[config.mk]
export PLATFORM = sky130hd
export DESIGN_NAME = zkg_seed
export DESIGN_NICKNAME = d
export VERILOG_FILES = /design/src/design/zkg_pkg.sv /design/src/design/zkg_seed.sv
export SDC_FILE = /design/constraint.sdc
export NUM_CORES = 1
export LEC_CHECK = 0
export CAP_MARGIN = 25
export CORE_MARGIN = 5
export CORE_UTILIZATION = 40
export DETAILED_ROUTE_END_ITERATION = 7
export DONT_BUFFER_PORTS = 1
export PLACE_DENSITY = 0.54
export SLEW_MARGIN = 20
export SYNTH_ARGS = -nofsm -noshare
export SYNTH_HDL_FRONTEND = slang
export SYNTH_SLANG_ARGS = --single-unit
[constraint.sdc]
create_clock -name clk -period 2.85 [get_ports clk]
set_input_delay 0.1425 -clock clk [delete_from_list [all_inputs] [get_ports clk]]
set_output_delay 0.1425 -clock clk [all_outputs]
set_load 0.05 [all_outputs]
[src/design/zkg_pkg.sv]
// Shared constants, types and key tables for the Zobrist key generator.
`default_nettype none
package zkg_pkg;

  // Query codes
  localparam logic [1:0] OP_PIECE  = 2'd0;
  localparam logic [1:0] OP_SIDE   = 2'd1;
  localparam logic [1:0] OP_CASTLE = 2'd2;
  localparam logic [1:0] OP_EP     = 2'd3;

  // Finalizer constants
  localparam logic [63:0] GOLDEN = 64'h9e3779b97f4a7c15;
  localparam logic [63:0] MUL1   = 64'hbf58476d1ce4e5b9;
  localparam logic [63:0] MUL2   = 64'h94d049bb133111eb;
  localparam int unsigned SHIFT1 = 30;
  localparam int unsigned SHIFT2 = 27;
  localparam int unsigned SHIFT3 = 31;

  // Seeds
  localparam logic [63:0] PIECE_SEED  = 64'h4154524f504f5300;
  localparam logic [63:0] SIDE_SEED   = 64'h4154524f504f53f0;
  localparam logic [63:0] CASTLE_SEED = 64'h4154524f504f5400;
  localparam logic [63:0] EP_SEED     = 64'h4154524f504f5500;

  // Control that travels with each request through the pipeline
  typedef struct packed {
    logic valid;
    logic mix;
  } zkg_ctl_t;

  // Full finalizer, evaluated on constants only
  function automatic logic [63:0] mix64_f(input logic [63:0] v);
    logic [63:0] t;
    t = v + GOLDEN;
    t = (t ^ (t >> SHIFT1)) * MUL1;
    t = (t ^ (t >> SHIFT2)) * MUL2;
    return t ^ (t >> SHIFT3);
  endfunction

  // Keys for the eight en passant files
  function automatic logic [7:0][63:0] ep_keys_f();
    logic [7:0][63:0] k;
    for (int i = 0; i < 8; i++) begin
      k[i] = mix64_f(EP_SEED + 64'(i));
    end
    return k;
  endfunction

  // Piece path starts from the seed with the golden increment folded in
  localparam logic [63:0] PIECE_BASE = PIECE_SEED + GOLDEN;

  localparam logic [63:0] TURN_KEY = mix64_f(SIDE_SEED);
  localparam logic [63:0] CASTLE_WK = mix64_f(CASTLE_SEED + 64'd1);
  localparam logic [63:0] CASTLE_WQ = mix64_f(CASTLE_SEED + 64'd2);
  localparam logic [63:0] CASTLE_BK = mix64_f(CASTLE_SEED + 64'd3);
  localparam logic [63:0] CASTLE_BQ = mix64_f(CASTLE_SEED + 64'd4);
  localparam logic [7:0][63:0] EP_KEYS = ep_keys_f();

endpackage
`default_nettype wire

[src/design/zkg_seed.sv]
// Entry stage: decodes the request and forms the finalizer input or a finished key.
`default_nettype none
module zkg_seed (
  input  wire logic                 clk,
  input  wire logic                 rst_n,
  input  wire logic                 in_valid,
  input  wire logic [1:0]           in_operation,
  input  wire logic                 in_piece_color,
  input  wire logic [2:0]           in_piece_type,
  input  wire logic [5:0]           in_square,
  input  wire logic                 in_castle_wk,
  input  wire logic                 in_castle_wq,
  input  wire logic                 in_castle_bk,
  input  wire logic                 in_castle_bq,
  input  wire logic                 in_ep_present,
  input  wire logic                 down_ld,
  output      logic                 up_ld,
  output      zkg_pkg::zkg_ctl_t    ctl_o,
  output      logic [63:0]          data_o
);
  import zkg_pkg::*;

  logic        valid_r;
  logic        mix_r;
  logic        mix_nxt;
  logic [63:0] data_r;
  logic [63:0] data_nxt;
  logic [3:0]  idx;

  // Piece index: color * 6 + type
  assign idx = in_piece_color ? ({1'b0, in_piece_type} + 4'd6) : {1'b0, in_piece_type};

  // Select finalizer input or a precomputed key
  always_comb begin
    mix_nxt  = 1'b0;
    data_nxt = '0;
    case (in_operation)
      OP_PIECE: begin
        mix_nxt  = 1'b1;
        data_nxt = PIECE_BASE + {54'd0, idx, in_square};
      end
      OP_SIDE: begin
        data_nxt = TURN_KEY;
      end
      OP_CASTLE: begin
        data_nxt = (in_castle_wk ? CASTLE_WK : 64'd0)
                 ^ (in_castle_wq ? CASTLE_WQ : 64'd0)
                 ^ (in_castle_bk ? CASTLE_BK : 64'd0)
                 ^ (in_castle_bq ? CASTLE_BQ : 64'd0);
      end
      OP_EP: begin
        data_nxt = in_ep_present ? EP_KEYS[in_square[2:0]] : 64'd0;
      end
      default: begin
        data_nxt = '0;
      end
    endcase
  end

  // Load when empty or when the next stage takes the current request
  assign up_ld = !valid_r || down_ld;

  always_ff @(posedge clk) begin
    if (!rst_n) begin
      valid_r <= 1'b0;
    end else if (up_ld) begin
      valid_r <= in_valid;
    end
  end

  always_ff @(posedge clk) begin
    if (up_ld) begin
      mix_r  <= mix_nxt;
      data_r <= data_nxt;
    end
  end

  assign ctl_o.valid = valid_r;
  assign ctl_o.mix   = mix_r;
  assign data_o      = data_r;

endmodule
`default_nettype wire

==> flow_summary_export.csv <==
group,metric,value,unit
outcome,outcome,"finished, final reports clean",
logic_synthesis,ys_top_cells_by_area,"edfxtp_1, a21oi_1, nand2_1",
critical_path,crit_type,"flip-flop to flip-flop",
layout,drive_above_1_share,7.62,%
logic_synthesis,synth_top_area_share,56.5,%
power_and_ir_drop,power.internal,1.61,mW
detailed_routing,first_iter_violations,205,
place,place.gp.congestion,0.954,
critical_path,crit_buf_inv,1,
global_route,grt_pass1_wl,14700,µm
sta,drv_slew,0,
detailed_routing,viasPerCell,5.76,
detailed_routing,finalWirelength,9480,µm
clock_tree,cts_tree,"yes",
global_route,grt_max_degree,68,
logic_synthesis,syn-num-nets,345,
logic_synthesis,synth_top_flop_cell,"edfxtp_1",
global_route,gr-total-overflow,0,
global_route,gr-usage-met1,23.4,%
logic_synthesis,synth_edf_count,65,
clock_tree,htreeDepth,3,
critical_path,arrival,2.51,ns
floorplan,die_area,10600,µm²
power_and_ir_drop,seqPwrFrac,63.7,%
sta,min_period,2.22,ns
layout,postLayoutCoreUtil,43.3,%
critical_path,end_kind,"flip-flop",
power_and_ir_drop,p_clk_share,25.7,%
power_and_ir_drop,power,2.50,mW
layout,n_fill_cell,820,
critical_path,cp.required,3.13,ns
clock_tree,worstSkewPairLatency,0.35,ns
global_route,met3_usage,6.50,%
clock_tree,cts-buffers-inserted,9,
logic_synthesis,synth.avg_cell_area,11.0,µm²
sta,relSlewSlack,42.6,%
power_and_ir_drop,p_sw,0.886,mW
detailed_routing,drc,0,
power_and_ir_drop,switching_share,35.5,%
floorplan,start_util,40.4,%
logic_synthesis,netlist_instances,315,
global_route,grt_usage,18.6,%
floorplan,chipHeight,103,µm
global_route,grt_antenna_before_repair,0,
sta,hold_viol,0,
global_route,groute.layer.met2.usage,30.4,%
logic_synthesis,synth_top_area_cell,"edfxtp_1",
detailed_routing,detail-route-antenna-nets,0,
clock_tree,clock_path_buffers,2,
critical_path,cp_top_family,"flip-flops",
flow_run,drv_cap,0,
min_path,min_path_type,"primary input to flip-flop",
clock_tree,clock-sinks,66,
logic_synthesis,post-synth-top-count-cell,"edfxtp_1",
clock_tree,clkSlewWorstSetupHoldPaths,0.06,ns
sta,worst_pin_slew,0.861,ns
critical_path,crit_path_top_delay_cell,"dfxtp_1",
layout,syn_to_final_growth,7.20,%
power_and_ir_drop,peakVddDrop,0.235,mV
place,place_area,3510,µm²
sta,setup_viol,0,
sta,post-route-period-util,78.0,%
detailed_routing,dr.pass1.iters,5,
clock_tree,clock_tree.root_cell,"clkbuf_8",
logic_synthesis,yosysSeqAreaShare,57.0,%
power_and_ir_drop,p_comb_share,10.6,%
layout,antennaDiodeCount,0,
floorplan,coreArea,8550,µm²
place,portBuffers,0,
detailed_routing,vias,2438,
logic_synthesis,syn_area,3460,µm²
sta,final.setup_skew,0.00885,ns
critical_path,setup.worst_path.start_class,"flip-flop",
critical_path,critPathMaxFanout,67,
layout,nNetsFinal,340,
critical_path,crit_path_max_incr_delay,0.69,ns
critical_path,cp_cell_sequence,"nand2b_4 -> a21boi_0 -> dlygate4sd3_1",
sta,tns,0,ns
sta,clock.fmax,450,MHz
layout,final_area,3710,µm²
floorplan,pin_count,88,
power_and_ir_drop,power_density,673,nW/µm²
floorplan,rows,34,
global_route,top_usage_layer,"met2",
power_and_ir_drop,p_leak,1.39,nW
logic_synthesis,synthDistinctLibCells,45,
sta,rsz0062_at_grt,"false",
global_route,grt_pass1_vias,2485,
logic_synthesis,ys_ff_latch,66,
place,place_hpwl,6740,µm
detailed_routing,wl_per_cell,22.4,µm
logic_synthesis,synth_common_cells,"edfxtp_1, nand2_1, a21oi_1",
floorplan,die-width,103,µm
logic_synthesis,yosys_warnings,0,
logic_synthesis,synthArstFlopShare,0,%
[area by class of cell]
| class | count | area, µm² | area share (%) |
|---|---|---|---|
| tap | 108 | 135 | 3.65 |
| sequential | 66 | 1970 | 53.2 |
| clock buffer | 13 | 139 | 3.75 |
| multi-input combinational | 213 | 1330 | 35.9 |
| clock inverter | 3 | 17.5 | 0.473 |
| timing repair buffer | 7 | 62.6 | 1.69 |
| inverter | 13 | 48.8 | 1.32 |
[per-stage QoR]
stage	std cells	worst slack [ns]	hold slack, ns
3_5_place_dp	403	0.984	0.292
2_1_floorplan	315	0.212	0.281
3_3_place_gp	403	1.01	0.289
6_report	423	0.628	0.0194
5_1_grt	423	0.511	0.00835
4_1_cts	422	0.586	0.00615
[cells in the final DEF (no fill, tap or decap), drive strengths merged, types with 3 or more instances in the layout]
master,n
clkbuf,13
o21a,3
a31o,3
xnor2,10
nand3,11
o221ai,4
o211ai,11
inv,13
nor3,3
nand2,39
a2bb2oi,4
nor2,14
nor2b,7
edfxtp,65
a21o,3
a21oi,33
o21ai,27
xor2,8
dlygate4sd3,4
buf,3
ha,9
and2,4
[per-layer routing]
metal  up-vias  wire length, µm  part of all wire [%]
met2        96             4650                    49
met1      1185             3820                    40
met4         0              167                   1.8
met5         -                0                     0
met3        11              844                   8.9
li1       1146                -                     -
[cells by family (layout without fill, tap and decap cells)]
group	Yosys count	count (layout)	share of synthesized area, %
simple gates	85	85	11.4
fa+ha+maj	9	9	3.26
mux	1	1	0.290
buf+inv	36	36	4.67
compound gates	100	100	18.0
flops	66	66	57.0
xor+xnor	18	18	5.32
[worst register-to-register path, cell delays in order, from the launching register on]
cell,delay [ns]
dfxtp_1,0.69
nand2b_4,0.60
a21boi_0,0.32
dlygate4sd3_1,0.56
[power by group through the flow]
stage / clock (mW) / sequential (mW) / combinational (mW)
2_1_floorplan: 0 / 1.59 / 0.221
3_3_place_gp: 0 / 1.61 / 0.256
3_5_place_dp: 0 / 1.62 / 0.256
4_1_cts: 0.659 / 1.60 / 0.263
6_report: 0.641 / 1.59 / 0.264
5_1_grt: 0.711 / 1.60 / 0.294
[what timing repair did]
action / in CTS / in global routing
buffers inserted: 0 / 0
hold endpoints to repair: 8 / 1
gates resized for setup: 0 / 0
hold buffers: 3 / 1
[final timing paths]
| check | from | end | slack (ns) | depth (start not counted) |
|---|---|---|---|---|
| max reg2reg | valid_r$_SDFFE_PN0P_ | valid_r$_SDFFE_PN0P_ | 0.63 | 3 |
| max | valid_r$_SDFFE_PN0P_ | valid_r$_SDFFE_PN0P_ | 0.63 | 3 |
| min reg2reg | valid_r$_SDFFE_PN0P_ | data_o[11]$_DFFE_PP_ | 1.53 | 1 |
| min | in_square[0] | data_o[0]$_DFFE_PP_ | 0.02 | 1 |
[registers in the layout, summed over array words and instances (netlist names)]
name	cells
mix_r	1
valid_r	1
data_o	64
(Power assumes the default switching activity.)
