**src/design/zkg_pkg.sv**
```systemverilog
// Shared constants, types and key tables for the Zobrist key generator.
`default_nettype none
package zkg_pkg;

  // Query codes
  localparam logic [1:0] OP_PIECE  = 2'd0;
  localparam logic [1:0] OP_SIDE   = 2'd1;
  localparam logic [1:0] OP_CASTLE = 2'd2;
  localparam logic [1:0] OP_EP     = 2'd3;

  // Finalizer constants
  localparam logic [63:0] GOLDEN = 64'h9e3779b97f4a7c15;
  localparam logic [63:0] MUL1   = 64'hbf58476d1ce4e5b9;
  localparam logic [63:0] MUL2   = 64'h94d049bb133111eb;
  localparam int unsigned SHIFT1 = 30;
  localparam int unsigned SHIFT2 = 27;
  localparam int unsigned SHIFT3 = 31;

  // Seeds
  localparam logic [63:0] PIECE_SEED  = 64'h4154524f504f5300;
  localparam logic [63:0] SIDE_SEED   = 64'h4154524f504f53f0;
  localparam logic [63:0] CASTLE_SEED = 64'h4154524f504f5400;
  localparam logic [63:0] EP_SEED     = 64'h4154524f504f5500;

  // Control that travels with each request through the pipeline
  typedef struct packed {
    logic valid;
    logic mix;
  } zkg_ctl_t;

  // Full finalizer, evaluated on constants only
  function automatic logic [63:0] mix64_f(input logic [63:0] v);
    logic [63:0] t;
    t = v + GOLDEN;
    t = (t ^ (t >> SHIFT1)) * MUL1;
    t = (t ^ (t >> SHIFT2)) * MUL2;
    return t ^ (t >> SHIFT3);
  endfunction

  // Keys for the eight en passant files
  function automatic logic [7:0][63:0] ep_keys_f();
    logic [7:0][63:0] k;
    for (int i = 0; i < 8; i++) begin
      k[i] = mix64_f(EP_SEED + 64'(i));
    end
    return k;
  endfunction

  // Piece path starts from the seed with the golden increment folded in
  localparam logic [63:0] PIECE_BASE = PIECE_SEED + GOLDEN;

  localparam logic [63:0] TURN_KEY = mix64_f(SIDE_SEED);
  localparam logic [63:0] CASTLE_WK = mix64_f(CASTLE_SEED + 64'd1);
  localparam logic [63:0] CASTLE_WQ = mix64_f(CASTLE_SEED + 64'd2);
  localparam logic [63:0] CASTLE_BK = mix64_f(CASTLE_SEED + 64'd3);
  localparam logic [63:0] CASTLE_BQ = mix64_f(CASTLE_SEED + 64'd4);
  localparam logic [7:0][63:0] EP_KEYS = ep_keys_f();

endpackage
`default_nettype wire

```
**src/design/zkg_round.sv**
```systemverilog
// One xor-shift-multiply round split into a partial-product stage and a sum stage.
`default_nettype none
module zkg_round #(
  parameter int unsigned SHIFT_AMT = zkg_pkg::SHIFT1,
  parameter logic [63:0] MULT_K    = zkg_pkg::MUL1
) (
  input  wire logic                 clk,
  input  wire logic                 rst_n,
  input  wire zkg_pkg::zkg_ctl_t    ctl_i,
  input  wire logic [63:0]          data_i,
  input  wire logic                 down_ld,
  output      logic                 up_ld,
  output      zkg_pkg::zkg_ctl_t    ctl_o,
  output      logic [63:0]          data_o
);
  import zkg_pkg::*;

  localparam logic [31:0] K_LO = MULT_K[31:0];
  localparam logic [31:0] K_HI = MULT_K[63:32];

  logic        va_r;
  logic        ma_r;
  logic [63:0] pp0_r;
  logic [63:0] pp0_nxt;
  logic [31:0] pp1_r;
  logic [31:0] pp1_nxt;
  logic [31:0] pp2_r;
  logic [31:0] pp2_nxt;
  logic        vb_r;
  logic        mb_r;
  logic [63:0] sum_r;
  logic [63:0] sum_nxt;
  logic [63:0] x;
  logic        ld_a;
  logic        ld_b;

  // Stall chain
  assign ld_b  = !vb_r || down_ld;
  assign ld_a  = !va_r || ld_b;
  assign up_ld = ld_a;

  // Xor-shift, then three 32-bit partial products of the low 64-bit product;
  // a bypassed key rides in pp0 with the cross terms zeroed
  assign x = ctl_i.mix ? (data_i ^ (data_i >> SHIFT_AMT)) : data_i;

  always_comb begin
    if (ctl_i.mix) begin
      pp0_nxt = {32'd0, x[31:0]} * {32'd0, K_LO};
      pp1_nxt = x[63:32] * K_LO;
      pp2_nxt = x[31:0] * K_HI;
    end else begin
      pp0_nxt = x;
      pp1_nxt = '0;
      pp2_nxt = '0;
    end
  end

  // Combine partial products
  assign sum_nxt = pp0_r + {pp1_r + pp2_r, 32'd0};

  always_ff @(posedge clk) begin
    if (!rst_n) begin
      va_r <= 1'b0;
      vb_r <= 1'b0;
    end else begin
      if (ld_a) begin
        va_r <= ctl_i.valid;
      end
      if (ld_b) begin
        vb_r <= va_r;
      end
    end
  end

  always_ff @(posedge clk) begin
    if (ld_a) begin
      ma_r  <= ctl_i.mix;
      pp0_r <= pp0_nxt;
      pp1_r <= pp1_nxt;
      pp2_r <= pp2_nxt;
    end
    if (ld_b) begin
      mb_r  <= ma_r;
      sum_r <= sum_nxt;
    end
  end

  assign ctl_o.valid = vb_r;
  assign ctl_o.mix   = mb_r;
  assign data_o      = sum_r;

endmodule
`default_nettype wire

```
**config.mk**
```make
export PLATFORM = sky130hd
export DESIGN_NAME = zkg_round
export DESIGN_NICKNAME = d
export VERILOG_FILES = /design/src/design/zkg_pkg.sv /design/src/design/zkg_round.sv
export SDC_FILE = /design/constraint.sdc
export NUM_CORES = 2
export LEC_CHECK = 0
export ABC_AREA = 0
export BUFFER_PORTS_ARGS = -buffer_cell sky130_fd_sc_hd__buf_2
export CAP_MARGIN = 20
export CORE_MARGIN = 8
export CORE_UTILIZATION = 52
export DETAILED_ROUTE_END_ITERATION = 16
export PLACE_DENSITY = 0.74
export SLEW_MARGIN = 40
export SYNTH_ARGS = -nofsm -noshare
export SYNTH_HDL_FRONTEND = slang
export SYNTH_SLANG_ARGS = --single-unit
```
**constraint.sdc**
```tcl
create_clock -name clk -period 21.6 [get_ports clk]
set_clock_uncertainty 0.15 [all_clocks]
set_input_delay 1.08 -clock clk [delete_from_list [all_inputs] [get_ports clk]]
set_output_delay 1.08 -clock clk [all_outputs]
set_load 0.01 [all_outputs]
```
==> load_flow_metrics.sql <==
INSERT INTO impl_metrics (metric_group, metric, value, unit) VALUES
('global_route', 'global_route.usage.total', '28.40', '%'),
('clock_network', 'total_cts_buffers', '17', ''),
('global_route', 'grtUsageMet3', '6.405', '%'),
('min_path', 'hold_path_class', 'register to register', ''),
('timing', 'period_share', '48.96', '%'),
('synth', 'async_reset_ff_share', '0', '%'),
('die', 'rows', '107', ''),
('timing', 'clock.fmax', '94.57', 'MHz'),
('die', 'die_h', '307.4', 'microns'),
('cells_and_area', 'drive_above_1_share', '6.079', '%'),
('routing', 'routed_wire_length_per_instance', '23.99', 'microns'),
('synth', 'postSynthCellCount', '4222', ''),
('critical_path', 'setup.worst_path.class', 'input port to register', ''),
('die', 'initial_core_utilization', '52.17', '%'),
('synth', 'synth.yosys.warnings', '0', ''),
('timing', 'slew_of_the_pin_with_the_lowest_slew_margin', '908.9', 'ps'),
('synth', 'yosysUniqueCellTypes', '77', ''),
('timing', 'slew_violations', '0', ''),
('clock_network', 'clock_tree.htree_level_count', '4', ''),
('clock_network', 'cts_root_buf', 'sky130_fd_sc_hd__clkbuf_16', ''),
('cells_and_area', 'final_net_count', '6019', ''),
('critical_path', 'ff2ff_path_depth', '22', ''),
('global_route', 'first_pass_grt_wire_length', '198900', 'microns'),
('place', 'place_congestion', '1.043', ''),
('place', 'post-place-ws', '10770', 'ps'),
('critical_path', 'crit_fanout', '67', ''),
('clock_network', 'post-cts-setup-buffer-count', '0', ''),
('min_path', 'timing.hold.worst_path_depth', '0', ''),
('timing', 'final_count_of_negative_setup_slack_endpoints', '0', ''),
('synth', 'synth_enable_flop_cells', '194', ''),
('routing', 'antenna_violating_nets_post_route', '0', ''),
('clock_network', 'clock_path_buffers', '2', ''),
('timing', 'worst_slew_margin_rel', '39.20', '%'),
('timing', 'rsz0062_at_grt', 'false', ''),
('clock_network', 'clk_pin_slew', '80', 'ps'),
('global_route', 'initial_antenna_violation_count', '2', ''),
('clock_network', 'hold_buffers', '0', ''),
('timing', 'finalHoldViolations', '0', ''),
('global_route', 'vias_in_the_first_global_route', '32300', ''),
('synth', 'ys.flop_type', 'sky130_fd_sc_hd__edfxtp_1', ''),
('global_route', 'global_route.usage.met1', '38.51', '%'),
('clock_network', 'post_cts.resized_instances', '0', ''),
('run', 'drv.max_cap_violation_count', '0', ''),
('clock_network', 'clk_latency', '490', 'ps'),
('global_route', 'grt_start_max_net_pins', '74', ''),
('die', 'dieWidth', '307.4', 'microns'),
('routing', 'wl', '132800', 'microns'),
('critical_path', 'cp-start-kind', 'input port', ''),
('critical_path', 'critical_path.endpoint_type', 'register', ''),
('routing', 'detail_route.iter0.violations', '2972', ''),
('place', 'dp_hpwl', '117100', 'microns'),
('critical_path', 'critical_path_required', '21710', 'ps'),
('timing', 'setup-tns-final', '0', 'ps'),
('die', 'io-pin-count', '136', ''),
('synth', 'postSynthRegisterBits', '196', ''),
('clock_network', 'clock_tree_from_tritoncts', 'built', ''),
('global_route', 'gr-max-usage-layer', 'met2', ''),
('synth', 'syn-cell-area', '44140', 'sq um'),
('synth', 'mean_cell_area_of_the_mapped_netlist', '10.46', 'sq um'),
('routing', 'first_pass_iters', '9', ''),
('place', 'placedCellCount', '5504', ''),
('cells_and_area', 'antenna-diode-count', '0', ''),
('routing', 'drcViolationCount', '0', ''),
('die', 'die_area', '94470', 'sq um'),
('global_route', 'overflow', '0', ''),
('global_route', 'met2_grt_util', '44.07', '%'),
('synth', 'synth_seq_area_share', '13.29', '%'),
('timing', 'fin_ws', '11030', 'ps'),
('die', 'core_area', '84610', 'sq um'),
('place', 'port_buffers', '135', ''),
('cells_and_area', 'areaGrowthSynthToFinish', '6.545', '%'),
('critical_path', 'critPathArrivalTime', '10690', 'ps'),
('synth', 'synthesis.nets', '5862', ''),
('routing', 'route.vias.total', '30920', ''),
('routing', 'vias_per_cell', '5.585', ''),
('timing', 'post-route-min-period', '10570', 'ps'),
('cells_and_area', 'postLayoutCoreUtil', '55.59', '%'),
('cells_and_area', 'finish.cell_count_without_fillers', '5536', ''),
('clock_network', 'clkSinkCount', '196', ''),
('outcome', 'outcome', 'finished, final reports clean', '');
critical path, cell delays in order:
cell and delay (ps):
sky130_fd_sc_hd__buf_4 630, sky130_fd_sc_hd__buf_4 610, sky130_fd_sc_hd__nand2_1 370, sky130_fd_sc_hd__xor2_1 540
sky130_fd_sc_hd__inv_1 350, sky130_fd_sc_hd__a21oi_1 600, sky130_fd_sc_hd__fa_1 590, sky130_fd_sc_hd__fa_1 550
sky130_fd_sc_hd__fa_1 420, sky130_fd_sc_hd__fa_1 460, sky130_fd_sc_hd__fa_1 490, sky130_fd_sc_hd__inv_1 50
sky130_fd_sc_hd__fa_1 460, sky130_fd_sc_hd__fa_1 470, sky130_fd_sc_hd__ha_1 410, sky130_fd_sc_hd__nand3_1 170
sky130_fd_sc_hd__nor2_1 180, sky130_fd_sc_hd__nand4_1 140, sky130_fd_sc_hd__a211oi_2 500, sky130_fd_sc_hd__o211ai_1 210
sky130_fd_sc_hd__a21boi_0 440, sky130_fd_sc_hd__nor3_1 130, sky130_fd_sc_hd__o211ai_1 340, sky130_fd_sc_hd__nand2_1 80
sky130_fd_sc_hd__o311ai_0 350
cells in the mapped netlist, types with 5 or more instances:
| library cell | number | share of area (%) |
|---|---|---|
| sky130_fd_sc_hd__xor2_1 | 73 | 1.4 |
| sky130_fd_sc_hd__or2_2 | 6 | 0.085 |
| sky130_fd_sc_hd__a21o_1 | 78 | 1.3 |
| sky130_fd_sc_hd__xnor2_1 | 188 | 3.7 |
| sky130_fd_sc_hd__o31ai_1 | 5 | 0.085 |
| sky130_fd_sc_hd__nand2b_1 | 19 | 0.27 |
| sky130_fd_sc_hd__o21a_1 | 31 | 0.53 |
| sky130_fd_sc_hd__o21ai_0 | 91 | 1.0 |
| sky130_fd_sc_hd__a31o_2 | 7 | 0.14 |
| sky130_fd_sc_hd__fa_1 | 796 | 36 |
| sky130_fd_sc_hd__nand3_1 | 29 | 0.33 |
| sky130_fd_sc_hd__nand2_1 | 131 | 1.1 |
| sky130_fd_sc_hd__a21oi_1 | 143 | 1.6 |
| sky130_fd_sc_hd__and3_1 | 13 | 0.18 |
| sky130_fd_sc_hd__a211o_1 | 6 | 0.12 |
| sky130_fd_sc_hd__a211oi_1 | 20 | 0.34 |
| sky130_fd_sc_hd__o311ai_0 | 8 | 0.16 |
| sky130_fd_sc_hd__nor2_1 | 139 | 1.2 |
| sky130_fd_sc_hd__o21bai_1 | 16 | 0.27 |
| sky130_fd_sc_hd__a21boi_0 | 7 | 0.12 |
| sky130_fd_sc_hd__a31oi_1 | 9 | 0.13 |
| sky130_fd_sc_hd__inv_1 | 1167 | 9.9 |
| sky130_fd_sc_hd__o211ai_1 | 14 | 0.24 |
| sky130_fd_sc_hd__mux2_2 | 35 | 0.89 |
| sky130_fd_sc_hd__nand4_1 | 16 | 0.23 |
| sky130_fd_sc_hd__edfxtp_1 | 194 | 13 |
| sky130_fd_sc_hd__and2_1 | 20 | 0.28 |
| sky130_fd_sc_hd__nor2b_1 | 21 | 0.30 |
| sky130_fd_sc_hd__or3_1 | 5 | 0.071 |
| sky130_fd_sc_hd__nor3_1 | 38 | 0.43 |
| sky130_fd_sc_hd__ha_1 | 775 | 22 |
| sky130_fd_sc_hd__clkbuf_1 | 25 | 0.21 |
registers in the layout (all words and copies together), names as in the netlist:
name,flops
data_o,64
ma_r,1
pp1_r,32
vb_r,1
va_r,1
mb_r,1
pp0_r,64
pp2_r,32
placed cells by master, fill, tap and decap left out, drive strengths merged, types with 5 or more instances in the layout:
cell type	count
o21ai	93
and2	20
mux2	35
and3	13
nand2b	19
fa	796
nand3	29
a21oi	145
a21boi	7
a211o	6
nor3	38
o211ai	14
clkinv	5
xnor2	188
a21o	78
a211oi	22
inv	1175
o21a	31
nor2	139
a31o	8
a31oi	9
clkbuf	18
xor2	73
edfxtp	194
nor2b	21
ha	775
o31ai	5
o21bai	16
nand4	16
o311ai	8
buf	170
nand2	131
or3	5
or2	6
per-layer routing:
metal,routed length [microns],up-vias
li1,-,13720
met1,54460,15460
met2,59320,1447
met3,12710,298
met4,6286,2
met5,20,-
area by class of cell:
class,count,area [sq um]
clock inverters,14,137.6
fillers,7393,37580
clock buffers,18,429.2
inverters,1168,4384
well taps,1144,1431
repair buffers,170,957.2
multi-input cells,2826,33830
flip-flops and latches,196,5866
logic make-up after synthesis:
| kind of cell | Yosys count | synth area share, % |
|---|---|---|
| simple gates | 460 | 4.898 |
| fa+ha+maj | 1571 | 58.07 |
| mux | 37 | 0.9382 |
| xor+xnor | 261 | 5.179 |
| flops | 196 | 13.29 |
| buf+inv | 1200 | 10.22 |
| compound gates | 497 | 7.407 |
metrics by stage:
stage	cell area (sq um)	hold WS [ps]
after detailed placement	46440	255.2
after CTS	47000	272.0
after floorplan	44140	250.3
final	47030	269.9
after global routing	47030	279.2
after global placement	46390	251.1
worst paths after layout:
check	startpoint	to	slack (ps)
hold reg to reg	pp0_r[11]	data_o[11]	270
hold / removal	pp0_r[11]	data_o[11]	270
setup reg to reg	pp1_r[0]	data_o[63]	14580
setup / recovery	ctl_i[0]	pp0_r[60]	11030
Power is left out: the tool's default activity adds up to more than one toggle a clock period on the data nets, which glitch-free logic cannot reach.
